File: config.mk
export PLATFORM = sky130hd
export DESIGN_NAME = ple_cell
export DESIGN_NICKNAME = d
export VERILOG_FILES = /design/src/hw/rtl/ple_pkg.sv /design/src/hw/rtl/ple_cell.sv
export SDC_FILE = /design/constraint.sdc
export NUM_CORES = 1
export LEC_CHECK = 0
export BUFFER_PORTS_ARGS = -buffer_cell sky130_fd_sc_hd__buf_2
export CORE_MARGIN = 5
export CORE_UTILIZATION = 39
export CTS_CLUSTER_DIAMETER = 150
export DETAILED_ROUTE_END_ITERATION = 10
export GPL_TIMING_DRIVEN = 0
export PLACE_DENSITY = 0.79
export SETUP_SLACK_MARGIN = 0.5
export SYNTH_ARGS = -nofsm -noshare
export SYNTH_HDL_FRONTEND = slang
export SYNTH_SLANG_ARGS = --single-unit
File: constraint.sdc
create_clock -name aclk -period 2 [get_ports aclk]
set_input_delay 0.4 -clock aclk [delete_from_list [all_inputs] [get_ports aclk]]
set_output_delay 0.4 -clock aclk [all_outputs]
set_load 0.02 [all_outputs]
File: src/hw/rtl/ple_pkg.sv
// shared types and constants for the positional list engine
package ple_pkg;

    localparam int CAPACITY   = 64;
    localparam int DATA_WIDTH = 32;

    localparam int CMD_W    = 3;
    localparam int POS_W    = 7;
    localparam int VALUE_W  = 32;
    localparam int STATUS_W = 2;
    localparam int LENGTH_W = 7;

    localparam int CNT_W = $clog2(CAPACITY + 1);
    localparam int CMP_W = ((POS_W > CNT_W) ? POS_W : CNT_W) + 1;

    localparam int S_TDATA_W = ((POS_W + VALUE_W + 7) / 8) * 8;
    localparam int M_TDATA_W = ((VALUE_W + LENGTH_W + 7) / 8) * 8;

    typedef enum logic [CMD_W-1:0] {
        OP_INSERT = 3'd0,
        OP_REMOVE = 3'd1,
        OP_READ   = 3'd2,
        OP_WRITE  = 3'd3,
        OP_CLEAR  = 3'd4
    } op_t;

    typedef enum logic [STATUS_W-1:0] {
        ST_OK     = 2'd0,
        ST_BADPOS = 2'd1,
        ST_FULL   = 2'd2
    } status_t;

    typedef struct packed {
        logic take_new;
        logic take_left;
        logic take_right;
    } cell_ctl_t;

endpackage

File: src/hw/rtl/ple_cell.sv
// one list slot: holds an entry and shifts it to or from its neighbors
module ple_cell
    import ple_pkg::*;
(
    input  logic                  aclk,
    input  cell_ctl_t             ctl,
    input  logic [DATA_WIDTH-1:0] new_data,
    input  logic [DATA_WIDTH-1:0] left_data,
    input  logic [DATA_WIDTH-1:0] right_data,
    output logic [DATA_WIDTH-1:0] data
);

    logic [DATA_WIDTH-1:0] data_reg;
    logic [DATA_WIDTH-1:0] data_next;

    always_comb begin
        data_next = data_reg;
        if (ctl.take_new) begin
            data_next = new_data;
        end else if (ctl.take_left) begin
            data_next = left_data;
        end else if (ctl.take_right) begin
            data_next = right_data;
        end
    end

    always_ff @(posedge aclk) begin
        data_reg <= data_next;
    end

    assign data = data_reg;

endmodule

* After elaboration in Yosys (flattened, before gate mapping)
Index checks and enable logic that the tools add are counted.
Storage, ports and cells: register bits after elaboration 32, bits of input ports 100, logic and storage cells 5
Operators by class: multiplexer cells 3, reduce and logical (&&, ||, !) cells 1
Operators with widths (number):
- $mux W32 | 3
- $reduce_bool A3 Y1 | 1

* Depth between registers and ports, before layout
Gate-level depths: netlist (run 1).
depth in word-level cells 3, mapped depth 4

* Worst setup path before layout (run 1)
Ideal clock, no wire load.
kind input -> register, from input port ctl[1] (netlist name), to register data_reg[0], in the netlist data[0] (enable), library setup time 0.414 ns, arrival time 1.295 ns, data required time 1.586 ns, slack 0.291 ns, stages on the path 2, path buffers 1, path through buf_6 > or3_1
On the way: cells in the longest elaborated chain, start to end 1
RTL lines:
- start, declared | line ple_cell.sv:6 | input cell_ctl_t ctl,
- $reduce_bool A3 Y1 (no line)
- end signal, assigned | line ple_cell.sv:28 | data_reg <= data_next;
- end, declared | line ple_cell.sv:13 | logic [DATA_WIDTH-1:0] data_reg;
Every way passes these cells. A chain may end at the register's enable or synchronous reset.

* Final worst setup path (run 1)
from register data_reg[30], in the netlist data[30], to output port data[30]
RTL lines:
- end, declared | line ple_cell.sv:10 | output logic [DATA_WIDTH-1:0] data
No word-level cell between the ends.

==> results of run 1 <==
cells by family after synthesis:
family,Yosys count
flip-flops,32
AND/OR/NAND/NOR,33
buffers and inverters,11
multiplexers,32
AO/OA/AOI/OAI,32
per-stage QoR:
stage | total power (uW) | hold WS [ns]
floorplan | 1095 | 0.5912
global placement | 1276 | 0.6785
detailed placement | 1290 | 0.6889
CTS | 1719 | 0.4004
global route | 1782 | 0.4110
finish | 1702 | 0.4044
cells in the final DEF, fill, tap and decap left out:
cell type	instances
buf_12	3
buf_6	1
mux2i_1	32
buf_2	135
nand2_1	32
o21ai_1	30
clkbuf_8	5
clkbuf_1	1
o21ai_0	2
or3_4	1
edfxtp_1	32
Yosys cell counts (all sizes together):
library cell | count | area (um2)
nand2 | 32 | 120.1
o21ai | 32 | 160.1
mux2i | 32 | 320.3
buf | 10 | 101.4
or3 | 1 | 6.260
clkbuf | 1 | 3.750
edfxtp | 32 | 960.9
worst paths after layout:
kind / from / to / slack [ns] / cells after the start
setup / recovery: data[30]$_DFFE_PP_ / data[30] / 0.77 / 1
hold / removal: new_data[31] / data[31]$_DFFE_PP_ / 0.40 / 3
routing by layer:
| layer | share of wire [%] | GRT usage (%) | vias to the layer above | wire (um) |
|---|---|---|---|---|
| met5 | 0 | 0 | - | 0 |
| met3 | 11 | 6.332 | 4 | 539 |
| met1 | 34 | 15.42 | 688 | 1591 |
| met4 | 0.79 | 5.825 | 0 | 37 |
| met2 | 54 | 29.91 | 69 | 2541 |
| li1 | - | - | 776 | - |
area by class of cell:
cell class / count / area, um2 / share of cell area (%)
well taps: 50 / 62.56 / 2.548
plain buffers: 11 / 105.1 / 4.281
repair buffers: 129 / 645.6 / 26.30
flip-flops and latches: 32 / 960.9 / 39.14
clock buffers: 5 / 68.82 / 2.803
multi-input cells: 97 / 611.8 / 24.92
where the power goes:
group,internal (uW),switching [uW]
Combinational,186,237
Sequential,827,17.6
Clock,224,210
==> impl_metrics.json, run 1 <==
{
  "status": "complete, no violations",
  "gp_congestion": 0.7370,
  "dpl_cell_area_mm2": 0.002386,
  "p_leak_uw": 0.001251,
  "slew_headroom_pct": 71.33,
  "avgSynthCellArea_um2": 11.95,
  "hold_viol_final": 0,
  "cts-resized-gates": 0,
  "place_ws_ns": 0.5275,
  "grt_max_degree": 33,
  "firstDrtPassIters": 2,
  "fillers": 361,
  "dieArea_mm2": 0.005700,
  "yosys_warnings": 0,
  "cts_tree": "built",
  "pwr_density_cell_mw_per_mm2": 693.1,
  "cts.root.buffer_cell": "clkbuf_8",
  "cp.arrival_ns": 0.83,
  "port_buffers": 129,
  "post_cts_buffers": 0,
  "synth_cells": 140,
  "period_needed_ns": 1.230,
  "drt_drc_violations_left": 0,
  "start_util_pct": 40.94,
  "vias": 1537,
  "slew_viol_final": 0,
  "overflow": 0,
  "ys_ff_latch": 32,
  "antenna_left": 0,
  "place_inst": 319,
  "post-route-util_pct": 60.07,
  "wl_per_cell_um": 14.53,
  "path_buf_inv": 1,
  "syn_nets": 240,
  "max_cap_viol_count": 0,
  "netlist_area_mm2": 0.001673,
  "slowest_delay_ns": 0.38,
  "ys_types": 10,
  "die_w_um": 75.50,
  "post-route-cell-area_mm2": 0.002455,
  "cts_buffers": 5,
  "peakVddDrop_v": 0.0003940,
  "ios": 132,
  "startpoint_type": "register",
  "clock-sinks": 32,
  "crit_chain": "buf_2",
  "tightest_slew_ns": 0.4301,
  "setup_slack_ns": 0.7699,
  "dpl.hpwl_mm": 3.819,
  "clock_path_buffers": 2,
  "rsz0062_at_grt": "no",
  "fp.dieH_um": 75.50,
  "max_clock_freq_ghz": 0.8129,
  "synth_compound_area_share_pct": 9.574,
  "via_per_inst": 4.744,
  "fin_cells": 324,
  "finalCritPeriodShare_pct": 61.51,
  "synthSimpleGateAreaFrac_pct": 7.554,
  "seq_area_frac_synth_pct": 57.44,
  "synth_xor_area_share_pct": 0,
  "layout-drive-gt1-share_pct": 52.92,
  "rows": 23,
  "path_class": "register to output port",
  "hp-class": "input port to register",
  "diodes": 0,
  "grt_first_pass_wirelength_mm": 6.651,
  "layout.nets": 376,
  "core_mm2": 0.004086,
  "path_max_fanout": 1,
  "setup_viol": 0,
  "critPathRequiredTime_ns": 1.60,
  "htreeDepth": 2,
  "synth_top_family_by_area": "multiplexers",
  "grt.total_usage_pct": 15.87,
  "grt_pass1_vias": 1621,
  "cts_hold_buf": 0,
  "synthMuxAreaShare_pct": 19.15,
  "drtIter0Drc": 88,
  "antenna_found_initial": 0,
  "drt-total-wl_mm": 4.709,
  "synth_adder_area_share_pct": 0,
  "finalSetupTns_ns": 0,
  "cp-end-kind": "output port",
  "syn_to_final_growth_pct": 46.75,
  "largest_reg_flops": 32,
  "critPathSlowestCell": "edfxtp_1",
  "cts.reportedPaths.clkPinSlew_ns": 0.06,
  "crit_family": "flip-flops"
}
No activity file was read; power rests on OpenSTA's default activity.
==> run 2: changes to the inputs <==
ABC_AREA = 1   (was default)
CORE_UTILIZATION = 42   (was 39)
clock period = 1.2 ns   (was 2 ns; I/O delays follow)
==> impl_metrics.json, run 2 <==
{
  "status": "complete, no violations",
  "max_clock_freq_ghz": 0.9157,
  "slowest_delay_ns": 0.42,
  "antenna_left": 0,
  "cp.arrival_ns": 0.85,
  "seq_area_frac_synth_pct": 48.67,
  "via_per_inst": 4.744,
  "path_class": "register to output port",
  "synth_cells": 274,
  "highest_layer": "met4",
  "yosys.area.top_type": "edfxtp_1",
  "cts.root.buffer_cell": "clkbuf_8",
  "finalSetupTns_ns": 0,
  "grt_pass1_vias": 2336,
  "slew_viol_final": 0,
  "startpoint": "data[22]$_DFFE_PP_",
  "synth_compound_area_share_pct": 0,
  "drt-total-wl_mm": 7.351,
  "final_cell_mix": "buf_2, nand2_1, inv_1",
  "ys_ff_latch": 32,
  "dieArea_mm2": 0.006172,
  "synth_common_cells": "nand2_1, inv_1, edfxtp_1, nand3_1, buf_4",
  "slew_headroom_pct": 86.66,
  "synth_top_family_by_area": "simple AND/OR/NAND/NOR gates",
  "cp-end-kind": "output port",
  "avgSynthCellArea_um2": 7.206,
  "pwr_density_cell_mw_per_mm2": 905.6,
  "path_max_fanout": 1,
  "crit_family": "flip-flops",
  "setup_viol": 0,
  "synth_top_area_share_pct": 48.67,
  "synthTopCellsByArea": "edfxtp_1, nand2_1, inv_1, nand3_1, buf_4",
  "path_buf_inv": 1,
  "layout_commonest_cell": "buf_2",
  "port_buffers": 129,
  "overflow": 0,
  "max_cap_viol_count": 0,
  "rsz0062_at_grt": "yes",
  "yosysMostFrequentCell": "nand2_1",
  "wl_met3_um": 438,
  "clock-sinks": 32,
  "crit_chain": "buf_6",
  "post-route-cell-area_mm2": 0.003777,
  "tightest_slew_ns": 0.2001,
  "syn_nets": 374,
  "firstDrtPassIters": 4,
  "critPathRequiredTime_ns": 0.96,
  "vias": 2282,
  "hp-class": "input port to register",
  "synthArstFlopShare_pct": 0,
  "hold_viol_final": 0,
  "rows": 25,
  "syn_to_final_growth_pct": 91.32,
  "cts_hold_buf": 0,
  "grt.total_usage_pct": 22.41,
  "period_needed_ns": 1.092,
  "wl_met1_mm": 2.514,
  "critPathSlowestCell": "edfxtp_1",
  "die_w_um": 78.57,
  "layout-drive-gt1-share_pct": 59.02,
  "synth_edf_count": 32,
  "yosys_warnings": 0,
  "drt_drc_violations_left": 0,
  "dpl.hpwl_mm": 4.391,
  "synth_adder_area_share_pct": 0,
  "antenna_found_initial": 0,
  "grt_max_degree": 14,
  "synthSimpleGateAreaFrac_pct": 32.83,
  "fp.dieH_um": 78.57,
  "grt_first_pass_wirelength_mm": 10.87,
  "ys_types": 9,
  "diodes": 0,
  "finalCritPeriodShare_pct": 91.01,
  "cts_buffers": 5,
  "dpl_cell_area_mm2": 0.002726,
  "largest_reg_flops": 32,
  "htreeDepth": 2,
  "p_leak_uw": 0.002178,
  "wl_per_cell_um": 15.28,
  "peakVddDrop_v": 0.0005429,
  "fillers": 277,
  "layout.nets": 527,
  "ys.flop_type": "edfxtp_1",
  "cts.reportedPaths.clkPinSlew_ns": 0.07,
  "startpoint_type": "register",
  "gp_congestion": 0.7705,
  "drtIter0Drc": 101,
  "synth_xor_area_share_pct": 0,
  "cts_tree": "built",
  "min_from": "new_data[7]",
  "wl_met2_mm": 4.212,
  "core_mm2": 0.004629,
  "netlist_area_mm2": 0.001974,
  "start_util_pct": 42.65,
  "ios": 132,
  "synthMuxAreaShare_pct": 0,
  "clock_path_buffers": 2
}
[run 2: changes by cell type in the layout (fill, tap and decap cells not counted), moves of 5 or more]
cell	previous run	this run
buf_6	1	19
mux2i_1	32	0
inv_1	0	64
buf_12	3	9
nand2_1	32	78
nand2_4	0	35
buf_2	135	114
nand2_2	0	15
o21ai_1	30	0
nand3_2	0	32
buf_4	0	5
buf_8	0	6
[run 2: final timing paths]
check	end	slack [ns]	depth (start not counted)
max	data[22]	0.11	1
min	data[7]$_DFFE_PP_	0.23	3
[run 2: layer usage]
layer  up-vias  global-route usage, %
li1       1120                      -
met1      1046                  23.23
met2        98                  43.97
met3        18                  4.243
met4         0                  8.042
met5         -                      0
[run 2: what timing repair did]
action	CTS	global route
cloned	8	0
resized for setup	98	91
pin swaps	27	50
setup endpoints to repair	91	96
buffers inserted	9	0
[run 2: power by group]
group / internal, uW / total (uW) / switching, uW
logic: 572 / 1220 / 644
registers: 1380 / 1430 / 50.7
clock network: 394 / 772 / 378
[run 2: final cells by class]
cell class | count | area, um2 | share of cell area [%]
sequential | 32 | 960.9 | 25.44
inverter | 66 | 276.5 | 7.320
buffer | 14 | 186.4 | 4.935
tap | 54 | 67.56 | 1.789
timing repair buffer | 143 | 1016 | 26.90
clock buffer | 6 | 72.57 | 1.921
clock inverter | 1 | 5.005 | 0.1325
multi-input combinational | 165 | 1192 | 31.57
[run 2: cell families (layout without fill, tap and decap cells)]
group,after synthesis,count (layout)
AND/OR/NAND/NOR,162,165
buffers and inverters,80,230
flip-flops,32,32
[run 2: metrics by stage]
step	total power [uW]	hold WS (ns)	setup WS, ns	instances	utilization (%)
floorplan	1889	0.4217	0.1620	274	-
global placement	2208	0.5123	0.06571	457	58.89
detailed placement	2232	0.5147	0.06014	457	58.89
CTS	3250	0.2231	0.09160	481	73.70
global route	3579	0.2375	0.07334	481	81.59
finish	3421	0.2267	0.1079	481	81.59
